### src/hdl/lzwd_pkg.sv
`timescale 1ns / 1ps

package lzwd_pkg;

  // Field widths of the token and result channels
  localparam int BYTE_W       = 8;
  localparam int OFFSET_W     = 8;
  localparam int LEN_W        = 6;
  localparam int OFFSET_CODES = 1 << OFFSET_W;

  // Token sequencer states
  typedef enum logic [1:0] {
    ST_IDLE,
    ST_COPY,
    ST_LIT
  } state_t;

  // Per-cycle command from the sequencer to the cell chain and output register
  typedef struct packed {
    logic emit;         // one byte leaves this cycle and shifts into the chain
    logic use_literal;  // the byte is the token literal, not a window tap
    logic last;         // final byte of the token
  } ctrl_t;

endpackage

### src/hdl/lz77_window_decoder.sv
`timescale 1ns / 1ps
// Path: the first byte of a token passes the sequencer state register and then the
// output register to out_byte. Bytes of a token leave one byte per cycle while the
// output register is not stalled, set by the single shift per cycle of the window
// cell chain; a new request is taken only after the last byte of a token is emitted.
// Reset: synchronous active-low rst_n clears every window cell to zero, the
// sequencer and the output valid; the next token is taken as a raw literal.
module lz77_window_decoder #(
  parameter int WINDOW     = 8,
  parameter int MAX_LENGTH = 63
) (
  input  logic                          clk,
  input  logic                          rst_n,
  input  logic                          in_valid,
  output logic                          in_stall,
  input  logic [lzwd_pkg::OFFSET_W-1:0] in_match_offset,
  input  logic [lzwd_pkg::LEN_W-1:0]    in_match_length,
  input  logic [lzwd_pkg::BYTE_W-1:0]   in_literal_byte,
  output logic                          out_valid,
  input  logic                          out_stall,
  output logic [lzwd_pkg::BYTE_W-1:0]   out_byte,
  output logic                          out_last
);

  localparam int IDX_W = $clog2(WINDOW);

  lzwd_pkg::ctrl_t             ctrl;
  logic [IDX_W-1:0]            tap_idx;
  logic [lzwd_pkg::BYTE_W-1:0] literal;
  logic [lzwd_pkg::BYTE_W-1:0] emit_byte;
  logic [lzwd_pkg::BYTE_W-1:0] cell_q [WINDOW];
  logic                        can_emit;
  logic                        out_valid_r;
  logic [lzwd_pkg::BYTE_W-1:0] out_byte_r;
  logic                        out_last_r;

  // Room in the output register
  assign can_emit = !out_valid_r || !out_stall;

  lzwd_ctrl #(
    .WINDOW     (WINDOW),
    .MAX_LENGTH (MAX_LENGTH),
    .IDX_W      (IDX_W)
  ) u_ctrl (
    .clk             (clk),
    .rst_n           (rst_n),
    .in_valid        (in_valid),
    .in_stall        (in_stall),
    .in_match_offset (in_match_offset),
    .in_match_length (in_match_length),
    .in_literal_byte (in_literal_byte),
    .can_emit        (can_emit),
    .ctrl            (ctrl),
    .tap_idx         (tap_idx),
    .literal         (literal)
  );

  // Pick the literal or the window tap
  assign emit_byte = ctrl.use_literal ? literal : cell_q[tap_idx];

  // Window chain: the newest byte enters cell 0, each cell passes its byte on
  for (genvar i = 0; i < WINDOW; i++) begin : g_cell
    if (i == 0) begin : g_head
      lzwd_cell u_cell (
        .clk      (clk),
        .rst_n    (rst_n),
        .shift_en (ctrl.emit),
        .d_in     (emit_byte),
        .q        (cell_q[i])
      );
    end else begin : g_body
      lzwd_cell u_cell (
        .clk      (clk),
        .rst_n    (rst_n),
        .shift_en (ctrl.emit),
        .d_in     (cell_q[i-1]),
        .q        (cell_q[i])
      );
    end
  end

  // Output register: load on emit, drop valid once taken
  always_ff @(posedge clk) begin
    if (!rst_n) begin
      out_valid_r <= 1'b0;
    end else if (can_emit) begin
      out_valid_r <= ctrl.emit;
    end
  end

  always_ff @(posedge clk) begin
    if (ctrl.emit) begin
      out_byte_r <= emit_byte;
      out_last_r <= ctrl.last;
    end
  end

  assign out_valid = out_valid_r;
  assign out_byte  = out_byte_r;
  assign out_last  = out_last_r;

  // Never emit into a full, stalled output register
  a_emit_room: assert property (@(posedge clk) disable iff (!rst_n)
    ctrl.emit |-> can_emit)
    else $error("byte emitted while output register is held");

  // A request is taken only while no token is being emitted
  a_accept_idle: assert property (@(posedge clk) disable iff (!rst_n)
    (in_valid && !in_stall) |-> !ctrl.emit)
    else $error("request accepted during emission");

  // After the last byte of a token the sequencer is ready again
  a_last_frees: assert property (@(posedge clk) disable iff (!rst_n)
    (ctrl.emit && ctrl.last) |=> !in_stall)
    else $error("sequencer still busy after last byte");

  // Every emitted byte enters the head of the window
  a_head_write: assert property (@(posedge clk) disable iff (!rst_n)
    ctrl.emit |=> (cell_q[0] == $past(emit_byte)))
    else $error("emitted byte missing from window head");

  // The output register carries what was emitted
  a_out_load: assert property (@(posedge clk) disable iff (!rst_n)
    ctrl.emit |=> (out_valid && (out_byte == $past(emit_byte))
                   && (out_last == $past(ctrl.last))))
    else $error("output register does not match emitted byte");

endmodule

### src/hdl/lzwd_cell.sv
`timescale 1ns / 1ps

module lzwd_cell (
  input  logic                       clk,
  input  logic                       rst_n,
  input  logic                       shift_en,
  input  logic [lzwd_pkg::BYTE_W-1:0] d_in,
  output logic [lzwd_pkg::BYTE_W-1:0] q
);

  logic [lzwd_pkg::BYTE_W-1:0] data_r;

  // Hold one window byte; take the neighbor's byte on each shift
  always_ff @(posedge clk) begin
    if (!rst_n) begin
      data_r <= '0;
    end else if (shift_en) begin
      data_r <= d_in;
    end
  end

  assign q = data_r;

endmodule

### src/hdl/lzwd_ctrl.sv
`timescale 1ns / 1ps

module lzwd_ctrl #(
  parameter int WINDOW     = 8,
  parameter int MAX_LENGTH = 63,
  parameter int IDX_W      = 3
) (
  input  logic                         clk,
  input  logic                         rst_n,
  input  logic                         in_valid,
  output logic                         in_stall,
  input  logic [lzwd_pkg::OFFSET_W-1:0] in_match_offset,
  input  logic [lzwd_pkg::LEN_W-1:0]    in_match_length,
  input  logic [lzwd_pkg::BYTE_W-1:0]   in_literal_byte,
  input  logic                         can_emit,
  output lzwd_pkg::ctrl_t              ctrl,
  output logic [IDX_W-1:0]             tap_idx,
  output logic [lzwd_pkg::BYTE_W-1:0]   literal
);

  lzwd_pkg::state_t state_r, state_nxt;
  logic [IDX_W-1:0]            tap_r, tap_nxt;
  logic [lzwd_pkg::LEN_W-1:0]  cnt_r, cnt_nxt;
  logic [lzwd_pkg::BYTE_W-1:0] lit_r, lit_nxt;
  logic                        first_done_r, first_done_nxt;
  logic [lzwd_pkg::LEN_W-1:0]  len_sat;
  logic                        accept;

  // Map each offset code to its tap: offset k reads cell (k mod WINDOW)-1,
  // and an offset that is a multiple of WINDOW reads the oldest cell
  logic [IDX_W-1:0] tap_tbl [lzwd_pkg::OFFSET_CODES];

  for (genvar g = 0; g < lzwd_pkg::OFFSET_CODES; g++) begin : g_tap
    assign tap_tbl[g] = ((g % WINDOW) == 0) ? IDX_W'(WINDOW - 1)
                                            : IDX_W'((g % WINDOW) - 1);
  end

  // Clamp the copy length
  assign len_sat = (in_match_length > lzwd_pkg::LEN_W'(MAX_LENGTH))
                 ? lzwd_pkg::LEN_W'(MAX_LENGTH) : in_match_length;
  assign accept  = in_valid && !in_stall;

  // Next state
  always_comb begin
    state_nxt = state_r;
    unique case (state_r)
      lzwd_pkg::ST_IDLE: begin
        if (in_valid) begin
          state_nxt = (first_done_r && (len_sat != '0)) ? lzwd_pkg::ST_COPY
                                                       : lzwd_pkg::ST_LIT;
        end
      end
      lzwd_pkg::ST_COPY: begin
        if (can_emit && (cnt_r == lzwd_pkg::LEN_W'(1))) begin
          state_nxt = lzwd_pkg::ST_LIT;
        end
      end
      lzwd_pkg::ST_LIT: begin
        if (can_emit) begin
          state_nxt = lzwd_pkg::ST_IDLE;
        end
      end
      default: state_nxt = lzwd_pkg::ST_IDLE;
    endcase
  end

  // Outputs
  always_comb begin
    in_stall         = (state_r != lzwd_pkg::ST_IDLE);
    ctrl.emit        = (state_r != lzwd_pkg::ST_IDLE) && can_emit;
    ctrl.use_literal = (state_r == lzwd_pkg::ST_LIT);
    ctrl.last        = (state_r == lzwd_pkg::ST_LIT);
  end

  // Token registers: latch on request, count down the copy
  always_comb begin
    tap_nxt        = tap_r;
    cnt_nxt        = cnt_r;
    lit_nxt        = lit_r;
    first_done_nxt = first_done_r;
    if (accept) begin
      tap_nxt = tap_tbl[in_match_offset];
      cnt_nxt = len_sat;
      lit_nxt = in_literal_byte;
    end
    if (ctrl.emit && (state_r == lzwd_pkg::ST_COPY)) begin
      cnt_nxt = cnt_r - lzwd_pkg::LEN_W'(1);
    end
    if (ctrl.emit && (state_r == lzwd_pkg::ST_LIT)) begin
      first_done_nxt = 1'b1;
    end
  end

  always_ff @(posedge clk) begin
    if (!rst_n) begin
      state_r      <= lzwd_pkg::ST_IDLE;
      first_done_r <= 1'b0;
    end else begin
      state_r      <= state_nxt;
      first_done_r <= first_done_nxt;
    end
  end

  always_ff @(posedge clk) begin
    tap_r <= tap_nxt;
    cnt_r <= cnt_nxt;
    lit_r <= lit_nxt;
  end

  assign tap_idx = tap_r;
  assign literal = lit_r;

endmodule

### config.mk
export PLATFORM = sky130hd
export DESIGN_NAME = lz77_window_decoder
export DESIGN_NICKNAME = d
export VERILOG_FILES = /design/src/hdl/lzwd_pkg.sv /design/src/hdl/lz77_window_decoder.sv /design/src/hdl/lzwd_cell.sv /design/src/hdl/lzwd_ctrl.sv
export SDC_FILE = /design/constraint.sdc
export NUM_CORES = 1
export LEC_CHECK = 0
export ABC_AREA = 1
export BUFFER_PORTS_ARGS = -buffer_cell sky130_fd_sc_hd__buf_2
export CORE_ASPECT_RATIO = 1.75
export CORE_MARGIN = 3
export CORE_UTILIZATION = 60
export CTS_CLUSTER_SIZE = 14
export DETAILED_ROUTE_END_ITERATION = 7
export HOLD_SLACK_MARGIN = 0.02
export PLACE_DENSITY = 0.79
export SLEW_MARGIN = 20
export SYNTH_ARGS = -nofsm -noshare
export SYNTH_HDL_FRONTEND = slang
export SYNTH_HIERARCHICAL = 1
export SYNTH_SLANG_ARGS = --single-unit
### constraint.sdc
create_clock -name clk -period 2.65 [get_ports clk]
set_input_delay 0 -clock clk [delete_from_list [all_inputs] [get_ports clk]]
set_output_delay 0 -clock clk [all_outputs]
set_load 0.01 [all_outputs]
==> results by group, run 1 <==
Critical path
  • Worst flop-to-flop path startpoint: u_ctrl/state_r[1]
  • Startpoint Class: register
  • Class of the most critical setup path: register to register
  • Critical Path RT: 2.62 ns
  • Critical path launch point: u_ctrl/state_r[1]
  • Worst path slowest cell: o21ai_0
  • Setup crit end kind: register
  • Worst path bufs/invs: 1
  • Worst Path Max Fanout: 6
  • CP Cell Sequence: nor2_2 -> inv_1 -> o21ai_0
  • Data arrival time of the worst path: 1.76 ns
  • Max stage delay on crit path: 0.69 ns
  • Largest delay contributor family on the critical path: compound AO/OA/AOI/OAI gates

Route
  • Routed via count: 4108
  • DR iter-0 viols: 341
  • DR WL/cell: 11.9 um
  • Antenna Nets Post-Route: 0
  • DR pass1 iterations: 4
  • Routed WL: 10000 um
  • # DRC: 0
  • Post-DR vias/cell: 4.87

STA
  • Final period util: 67.5%
  • Final Hold Vio Count: 0
  • Fmax: 559 MHz
  • Min Hold Slack: 0.0259 ns
  • RSZ-0062 raised after global routing: no
  • Setup clock skew after layout: 0.00612 ns
  • Final setup violation count: 0
  • Max Slew Vio Count: 0
  • Slew margin rel.: 41.7%
  • Crit path time final: 1.79 ns
  • Worst slew pin tran: 0.866 ns
  • Total Neg Setup Slack: 0 ns

Placement
  • Placement Cell Area: 0.00490 mm^2
  • Hpwl dp: 6180 um
  • # port buffers: 31
  • GPL Wtd Cong: 0.803

Finish
  • Fin nets: 779
  • ANT cells: 0
  • Layout fillers: 668
  • Layout cell share with drive strength beyond 1: 10.7%
  • Area grow syn2layout: 6.73%
  • Util after Layout: 66.8%
  • Final instance area: 0.00535 mm^2

Clock network
  • H-Tree Level Count: 3
  • Clk sink count: 94
  • Cts bufs inserted: 9
  • Resized cells post-CTS: 0
  • # Post-CTS Setup Buffers: 0
  • Clock root buffer: clkbuf_16
  • Skew-Pair Late Insertion Delay: 0.35 ns
  • CTS Buffer Depth: 2
  • CTS tree: yes
  • Hold buffer count at CTS: 16
  • Reg clk slew, reported paths: 0.06 ns

Synthesis
  • Synth Area in Compound Gates: 1.77%
  • Sequential-to-total area share from yosys stat: 42.7%
  • Synth top area share: 27.1%
  • Count leader, synth: nand2_1
  • Post-synthesis cell type count: 25
  • Synthesized area: 0.00502 mm^2
  • Mux cell area share after synthesis: 0%
  • Synth top cells by count: nand2_1 (225), nor2_1 (139), inv_1 (129)
  • Syn Nets: 752
  • Post-synthesis xor/xnor area fraction: 0.349%
  • Mean Syn Cell Area: 6.95 um^2
  • Cell count after synthesis: 722
  • Synth area leaders: dfxtp_1 (27%), nand2_1 (17%), edfxtp_1 (16%)
  • Flip-flop and latch count after synthesis: 94
  • Post-synth EDFFs: 26
  • Yosys warns: 6
  • Most used flip-flop cell after synthesis: dfxtp_1
  • Post-Synth Simple-Gate Area: 35.2%
  • Area leader, netlist: dfxtp_1
  • Synth Area in Adders: 0.998%
  • Largest family of logic cells by synthesized area: simple AND/OR/NAND/NOR gates
  • Async S/R FF share, synth: 0%

Power
  • Switching Share: 34.4%
  • Pint: 3.03 mW
  • Power Density: 863 mW/mm^2
  • Combinational Power Share: 29.4%
  • Switch Pwr: 1.59 mW
  • VDD IR max: 0.658 mV
  • Clock power share: 27.3%
  • Seq pwr share: 43.3%
  • Leakage: 2.54 nW

Floorplan
  • CORE AREA: 0.00802 mm^2
  • Die Width: 75.1 um
  • Placement Rows: 43
  • Die height: 127 um
  • Initial Util: 62.6%
  • Num ports: 37
  • Die area: 0.00954 mm^2

GRT
  • GRT Total Usage: 23.6%
  • Vias in the first global route: 3852
  • Antenna violations before repair: 0
  • Largest net degree at the start of global routing: 79
  • First-pass GRT wire length: 17300 um
  • Grt total ovfl: 0

Min path
  • HP Class: input port to register
  • HP Start: out_stall

Outcome
  • Outcome: complete, no violations

Job
  • Max Cap Viol: 0
-- registers in the layout, summed over array words and instances (netlist names), 2 cells and up --
name and count:
u_ctrl/literal 8, g_cell.g_body.u_cell/q 56, u_ctrl/state_r 2, u_ctrl/tap_idx 3, g_cell.g_head.u_cell/q 8, u_ctrl/cnt_r 6
out_byte 8
-- cell type report --
class	instances	area, um^2	share of cell area [%]
flip-flops and latches	94	2140	40.0
well taps	90	113	2.10
multi-input cells	458	1930	36.1
clock inverters	7	65.1	1.22
repair buffers	54	380	7.10
clock buffers	9	225	4.21
inverters	132	498	9.30
-- per-stage QoR --
step                      instances  worst slack [ns]  power (mW)
after CTS                       844             0.917        4.63
final                           844             0.861        4.62
after floorplan                 722             0.630        3.24
after detailed placement        812             0.927        3.37
after global routing            844             0.731        4.97
after global placement          812             0.948        3.30
-- logic make-up after synthesis --
family / count (synthesis)
AOI/OAI and AO/OA: 13
xor gates and xnor gates: 2
adders and majority gates: 4
buffers and inverters: 170
DFF: 94
and+or+nand+nor: 439
-- metal layers --
layer	GRT usage (%)	wire length (um)	vias up	share of wire, %
li1	-	-	2163	-
met1	25.3	3820	1852	38
met2	42.1	5550	65	55
met3	5.71	334	28	3.3
met4	10.2	332	0	3.3
met5	0	0	-	0
-- power by group through the flow --
stage | combinational (mW) | sequential (mW) | clock [mW]
2_1_floorplan | 1.23 | 2.00 | 0
3_3_place_gp | 1.28 | 2.02 | 0
3_5_place_dp | 1.33 | 2.03 | 0
4_1_cts | 1.36 | 2.00 | 1.27
5_1_grt | 1.59 | 2.05 | 1.34
6_report | 1.36 | 2.00 | 1.26
-- worst paths after layout --
check / end / slack (ns) / depth (start not counted)
worst max register to register: u_ctrl/cnt_r[0] / 0.86 / 3
worst max-delay path: u_ctrl/cnt_r[0] / 0.86 / 3
worst min register to register: g_cell[7].g_body.u_cell/q[3] / 0.47 / 2
worst min-delay path: out_valid / 0.03 / 3
-- worst reg2reg max path, cell delays in order, from the launching register on --
cell,delay (ns)
dfxtp_1,0.37
nor2_2,0.24
inv_1,0.11
o21ai_0,0.69
-- cell usage in the layout, fill, tap and decap left out, types with 2 or more instances in the layout --
master	n
nor2_2	3
nor2_1	138
o21ai_0	3
dfxtp_1	68
ha_1	4
dlygate4sd3_1	16
clkbuf_16	9
inv_2	2
buf_2	31
buf_4	6
a21oi_1	3
o21ai_2	4
nand2_1	225
nand3_1	54
inv_1	129
nand2_2	17
clkinvlp_2	2
edfxtp_1	26
No activity file was read; power rests on OpenSTA's default activity.
==> run 2: changes to the inputs <==
Clock period 2.65 ns to 1.68 ns, I/O delays scaled along.
==> run 2 against run 1 <==
  * Combinational power grew 72%
  * Critical path depth grew 6
  * Final cell count grew 2.0%
  * Register-to-register slack lost 0.77 ns
  * Maximum frequency grew 12%
  * Routed wire length grew 4.8%
  * Worst setup slack lost 0.77 ns
  * Sequential share of layout area shrank 1.6 points
  * First-iteration DRC count shrank 8.2%
==> results by group, run 2 (synthesis results as in run 1) <==
Finish
  • Commonest non-fill, non-tap cells in the layout: nand2_1 (225), nor2_1 (138), inv_1 (129)
  • Commonest non-fill, non-tap cell in the layout: nand2_1
  • Fin nets: 796 (+2.2%)
  • Util after Layout: 69.6% (+2.8 points)
  • Layout cell share with drive strength beyond 1: 12.7% (+2.0 points)
  • Area grow syn2layout: 11.2%
  • Final cell count without fillers: 861 (+2.0%)
  • Max reg flops: 56 (unchanged)
  • ANT cells: 0 (unchanged)

Min path
  • WHS Path Cells: 4 (+1)
  • HP Class: input port to register

Critical path
  • Class of the most critical setup path: register to register
  • Startpoint Class: register
  • Worst reg2reg path depth: 9 (+6)
  • Worst Path Max Fanout: 16 (+10)
  • Setup crit end kind: register
  • Critical Path RT: 1.96 ns (-0.66 ns)
  • Data arrival time of the worst path: 1.87 ns (+0.11 ns)
  • Max stage delay on crit path: 0.42 ns (-0.27 ns)
  • Worst path slowest cell: edfxtp_1
  • Worst path bufs/invs: 2 (+1)
  • Largest delay contributor family on the critical path: simple AND/OR/NAND/NOR gates
  • Crit path depth: 9 (+6)
  • CP Cell Sequence: inv_2 -> nand3_1 -> nand3_1 -> nand3_1 -> nand2_1 -> inv_1 -> nand2_1 -> nand2_1 -> nor2_1

Floorplan
  • Num ports: 37 (unchanged)
  • CORE AREA: 0.00802 mm^2 (unchanged)
  • Die height: 127 um (unchanged)
  • Placement Rows: 43 (unchanged)
  • Initial Util: 62.6% (unchanged)
  • Die area: 0.00954 mm^2 (unchanged)
  • Die Width: 75.1 um (unchanged)

STA
  • Worst slew pin tran: 0.566 ns (-0.300 ns)
  • Slew margin rel.: 62.0% (+20 points)
  • Min Hold Slack: 0.134 ns (+0.109 ns)
  • Final Hold Vio Count: 0 (unchanged)
  • Total Neg Setup Slack: 0 ns (unchanged)
  • Final period util: 94.8% (+27 points)
  • Fmax: 628 MHz (+12%)
  • RSZ-0062 raised after global routing: no
  • Crit path time final: 1.59 ns (-0.197 ns)
  • Final setup violation count: 0 (unchanged)
  • Setup clock skew after layout: 0.00378 ns (-0.00234 ns)
  • Max Slew Vio Count: 0 (unchanged)

Clock network
  • Clk sink count: 94 (unchanged)
  • Clock root buffer: clkbuf_16
  • CTS tree: yes
  • Cts bufs inserted: 9 (unchanged)
  • CTS Buffer Depth: 2 (unchanged)
  • Skew-Pair Late Insertion Delay: 0.35 ns (about the same)
  • Reg clk slew, reported paths: 0.07 ns (about the same)
  • H-Tree Level Count: 3 (unchanged)

Job
  • Max Cap Viol: 0 (unchanged)

Route
  • Routed WL: 10500 um (+4.8%)
  • # DRC: 0 (unchanged)
  • DR pass1 iterations: 5 (+1)
  • DR WL/cell: 12.2 um (+2.7%)
  • Antenna Nets Post-Route: 0 (unchanged)
  • Routed via count: 4252 (+3.5%)
  • DR iter-0 viols: 313 (-8.2%)
  • Post-DR vias/cell: 4.94 (+1.5%)

GRT
  • Grt total ovfl: 0 (unchanged)
  • Vias in the first global route: 4046 (+5.0%)
  • GRT Total Usage: 24.4% (+0.81 points)
  • Largest net degree at the start of global routing: 40 (-49%)
  • First-pass GRT wire length: 18000 um (+4.1%)
  • Antenna violations before repair: 0 (unchanged)

Placement
  • Hpwl dp: 6860 um (+11%)
  • GPL Wtd Cong: 0.788 (-1.9%)
  • DP Cell Count: 826 (+1.7%)
  • # port buffers: 31 (unchanged)

Power
  • Pint: 4.96 mW (+63%)
  • Leakage: 2.65 nW (+4.5%)
  • Seq pwr share: 41.6% (-1.7 points)
  • Power Density: 1360 mW/mm^2 (+58%)
  • Combinational Power Share: 30.8% (+1.4 points)
  • Clock power share: 27.5% (+0.2 points)
  • VDD IR max: 0.965 mV (+47%)
  • Switching Share: 34.7% (+0.34 points)
  • Switch Pwr: 2.63 mW (+66%)

Outcome
  • Outcome: complete, no violations
run 2: cell count changes in the layout (fill, tap and decap cells not counted), sizes merged:
cell,change
buf,+16
clkinvlp,-1
inv,+2
clkinv,-1
dlygate4sd3,+1
run 2: final timing paths:
| path | startpoint | end | slack [ns] |
|---|---|---|---|
| min | out_stall | out_valid | 0.13 |
| min reg2reg | g_cell[7].g_body.u_cell/q[4] | g_cell[7].g_body.u_cell/q[4] | 0.47 |
| max reg2reg | u_ctrl/tap_idx[1] | g_cell[0].g_head.u_cell/q[3] | 0.09 |
| max | u_ctrl/tap_idx[1] | g_cell[0].g_head.u_cell/q[3] | 0.09 |
run 2: worst reg2reg max path, stage by stage (launching register included):
cell	delay [ns]
edfxtp_1	0.42
inv_2	0.30
nand3_1	0.13
nand3_1	0.12
nand3_1	0.10
nand2_1	0.11
inv_1	0.06
nand2_1	0.08
nand2_1	0.08
nor2_1	0.13
run 2: per-layer routing:
layer / vias up / part of all wire, % / GRT usage [%]
li1: 2200 / - / -
met1: 1929 / 39 / 26.0
met2: 91 / 54 / 43.5
met3: 32 / 3.9 / 5.08
met4: 0 / 3.2 / 11.9
met5: - / 0 / 0
run 2: cell type report:
| type | count | area (um^2) |
|---|---|---|
| Clock inverter | 7 | 82.6 |
| Clock buffer | 9 | 225 |
| Inverter | 132 | 498 |
| Tap cell | 90 | 113 |
| Fill cell | 616 | 2440 |
| Timing Repair Buffer | 71 | 586 |
| Multi-Input combinational cell | 458 | 1930 |
| Sequential cell | 94 | 2140 |
run 2: through the flow:
| step | power [mW] | area (um^2) | setup WS, ns |
|---|---|---|---|
| final | 7.59 | 5580 | 0.0873 |
| after global routing | 8.12 | 5580 | 0.00632 |
| after CTS | 7.60 | 5550 | 0.0707 |
| after detailed placement | 5.46 | 5070 | 0.0800 |
| after global placement | 5.35 | 5070 | 0.145 |
| after floorplan | 5.11 | 5020 | 0.134 |
run 2: power groups by stage:
stage | Clock, mW | Combinational [mW] | Sequential, mW
after detailed placement | 0 | 2.26 | 3.21
final | 2.09 | 2.34 | 3.16
after global placement | 0 | 2.17 | 3.18
after floorplan | 0 | 1.95 | 3.16
after global routing | 2.21 | 2.69 | 3.22
after CTS | 2.13 | 2.31 | 3.16
run 2: timing repair:
item | in CTS | in global routing
endpoints found under the setup margin | 0 | 8
hold endpoints to repair | 25 | 0
gates resized for setup | 0 | 1
buffers inserted | 0 | 2
hold buffers | 17 | 0
==> run 3: changes to the inputs <==
Settings changed: PLACE_DENSITY 0.79 to unset, PLACE_DENSITY_LB_ADDON set to 0.15.
==> run 3 against run 2 <==
  * Total power grew 0.72%
  * Highest routed layer unchanged
  * First-iteration DRC count shrank 35%
  * Clock power grew 5%
  * Final cell count shrank 0.23%
  * Utilization shrank 0.50 points
  * Sequential share of layout area grew 0.28 points
  * Non-clock buffer count shrank 2
  * Largest power group unchanged
  * Critical path depth is the same
  * Count of clock-buffer cells in the layout grew 1
==> results by group, run 3 (synthesis results as in run 1) <==
Outcome
  • Outcome: complete, no violations

Route
  • Routed WL: 10200 um (-2.7%)
  • Routed via count: 4137 (-2.7%)
  • DR iter-0 viols: 202 (-35%)
  • Antenna Nets Post-Route: 0 (unchanged)
  • # DRC: 0 (unchanged)
  • DR pass1 iterations: 5 (unchanged)
  • Post-DR vias/cell: 4.82 (-2.5%)
  • DR WL/cell: 11.9 um (-2.4%)

STA
  • Min Hold Slack: 0.0221 ns (-0.112 ns)
  • Final worst-path setup slack: 0.117 ns (+0.0298 ns)
  • Crit path time final: 1.56 ns (-0.0298 ns)
  • Final setup violation count: 0 (unchanged)
  • Total Neg Setup Slack: 0 ns (unchanged)
  • Slew margin rel.: 64.1% (+2.0 points)
  • Worst slew pin tran: 0.536 ns (-0.0305 ns)
  • Max Slew Vio Count: 0 (unchanged)
  • RSZ-0062 raised after global routing: no
  • Fmax: 640 MHz (+1.9%)
  • Final period util: 93.0% (-1.8 points)
  • Final Hold Vio Count: 0 (unchanged)
  • Setup clock skew after layout: 0.00721 ns (+0.00343 ns)

Critical path
  • Setup crit end kind: register
  • Worst path slowest cell: edfxtp_1
  • Max stage delay on crit path: 0.41 ns (about the same)
  • Critical path launch point: u_ctrl/tap_idx[1]
  • R2R Setup Slk: 0.12 ns (+0.03 ns)
  • Class of the most critical setup path: register to register
  • Worst Path Max Fanout: 16 (unchanged)
  • Worst flop-to-flop path startpoint: u_ctrl/tap_idx[1]
  • Critical Path RT: 1.96 ns (about the same)
  • CP most frequent cell: nand3_1
  • CP Cell Sequence: inv_2 -> nand3_1 -> nand3_1 -> nand3_1 -> nand2_1 -> inv_1 -> nand2_2 -> nand2_1 -> nor2_1
  • Data arrival time of the worst path: 1.84 ns (-0.03 ns)
  • Startpoint Class: register

Finish
  • Fin nets: 794 (-0.25%)
  • Util after Layout: 69.1% (-0.50 points)
  • Final cell count without fillers: 859 (-0.23%)
  • Max reg flops: 56 (unchanged)
  • Commonest non-fill, non-tap cells in the layout: nand2_1 (225), nor2_1 (138), inv_1 (129)
  • Area grow syn2layout: 10.4%
  • ANT cells: 0 (unchanged)
  • Final instance area: 0.00554 mm^2 (-0.72%)
  • Layout cell share with drive strength beyond 1: 12.5% (-0.23 points)
  • Commonest non-fill, non-tap cell in the layout: nand2_1

Floorplan
  • CORE AREA: 0.00802 mm^2 (unchanged)
  • Die height: 127 um (unchanged)
  • Die Width: 75.1 um (unchanged)
  • Placement Rows: 43 (unchanged)
  • Initial Util: 62.6% (unchanged)
  • Die area: 0.00954 mm^2 (unchanged)
  • Num ports: 37 (unchanged)

GRT
  • First-pass GRT wire length: 17400 um (-3.0%)
  • Antenna violations before repair: 0 (unchanged)
  • GRT Total Usage: 23.7% (-0.71 points)
  • Vias in the first global route: 3974 (-1.8%)
  • Grt total ovfl: 0 (unchanged)
  • Largest net degree at the start of global routing: 48 (+20%)

Placement
  • GPL Wtd Cong: 0.820 (+4.1%)
  • Hpwl dp: 6650 um (-3.1%)
  • DP Cell Count: 827 (+0.12%)
  • Pre-CTS setup slack: 0.0878 ns (+0.00777 ns)
  • # port buffers: 31 (unchanged)
  • Placement Cell Area: 0.00505 mm^2 (-0.35%)

Power
  • Final Total Pwr: 7.65 mW (+0.72%)
  • VDD IR max: 0.867 mV (-10%)
  • Power Density: 1380 mW/mm^2 (+1.5%)
  • Leakage: 2.65 nW (-0.33%)

Clock network
  • Cts bufs inserted: 9 (unchanged)
  • Clk sink count: 94 (unchanged)
  • CTS Buffer Depth: 2 (unchanged)
  • Skew-Pair Late Insertion Delay: 0.35 ns (about the same)
  • CTS tree: yes
  • H-Tree Level Count: 3 (unchanged)
  • # Post-CTS Setup Buffers: 0 (unchanged)
  • Reg clk slew, reported paths: 0.07 ns (about the same)
  • Clock root buffer: clkbuf_16

Min path
  • HP Start: out_stall
  • HP Class: input port to register

Job
  • Max Cap Viol: 0 (unchanged)
[run 3: cell types whose count changed in the layout (fill, tap and decap cells not counted)]
cell | before | now
inv_8 | 1 | 0
dlygate4sd3_1 | 17 | 16
bufinv_16 | 1 | 2
buf_12 | 7 | 4
inv_4 | 1 | 0
buf_4 | 16 | 18
clkinvlp_4 | 2 | 0
clkinv_2 | 0 | 1
clkbuf_1 | 0 | 1
inv_6 | 1 | 2
[run 3: report_power, final]
| part | switching, mW | total [mW] | internal, mW |
|---|---|---|---|
| logic | 1.38 | 2.29 | 0.913 |
| clock network | 0.876 | 2.19 | 1.31 |
| registers | 0.310 | 3.16 | 2.85 |
| total | 2.57 | 7.65 | 5.08 |
[run 3: metal layers]
metal  track usage [%]  part of all wire (%)  vias up
met5                 0                     0        -
met4              12.2                   3.1        0
met2              42.3                    54       75
met1              25.8                    40     1844
met3              3.73                   3.2       23
li1                  -                     -     2195
[run 3: area by class of cell]
type,count,area [um^2]
clock buffer,10,229
clock inverter,6,91.3
fill,668,2480
inverter,132,500
multi-input combinational,458,1930
sequential,94,2140
tap,90,113
timing repair buffer,69,531
[run 3: critical path, delay by kind of cell (launching register included)]
kind	cells	cell delay [ns]
and+or+nand+nor	7	0.71
DFF	1	0.41
buffers and inverters	2	0.37
[run 3: final timing paths]
kind	cells after the start	endpoint
max	9	g_cell[0].g_head.u_cell/q[6]
min	3	out_valid
max reg2reg	9	g_cell[0].g_head.u_cell/q[6]
min reg2reg	2	g_cell[7].g_body.u_cell/q[6]
[run 3: repair_timing]
item / 4_1_cts / 5_1_grt
resized for setup: 0 / 2
hold buffers: 16 / 0
hold endpoints to repair: 16 / 0
setup endpoints to repair: 0 / 9
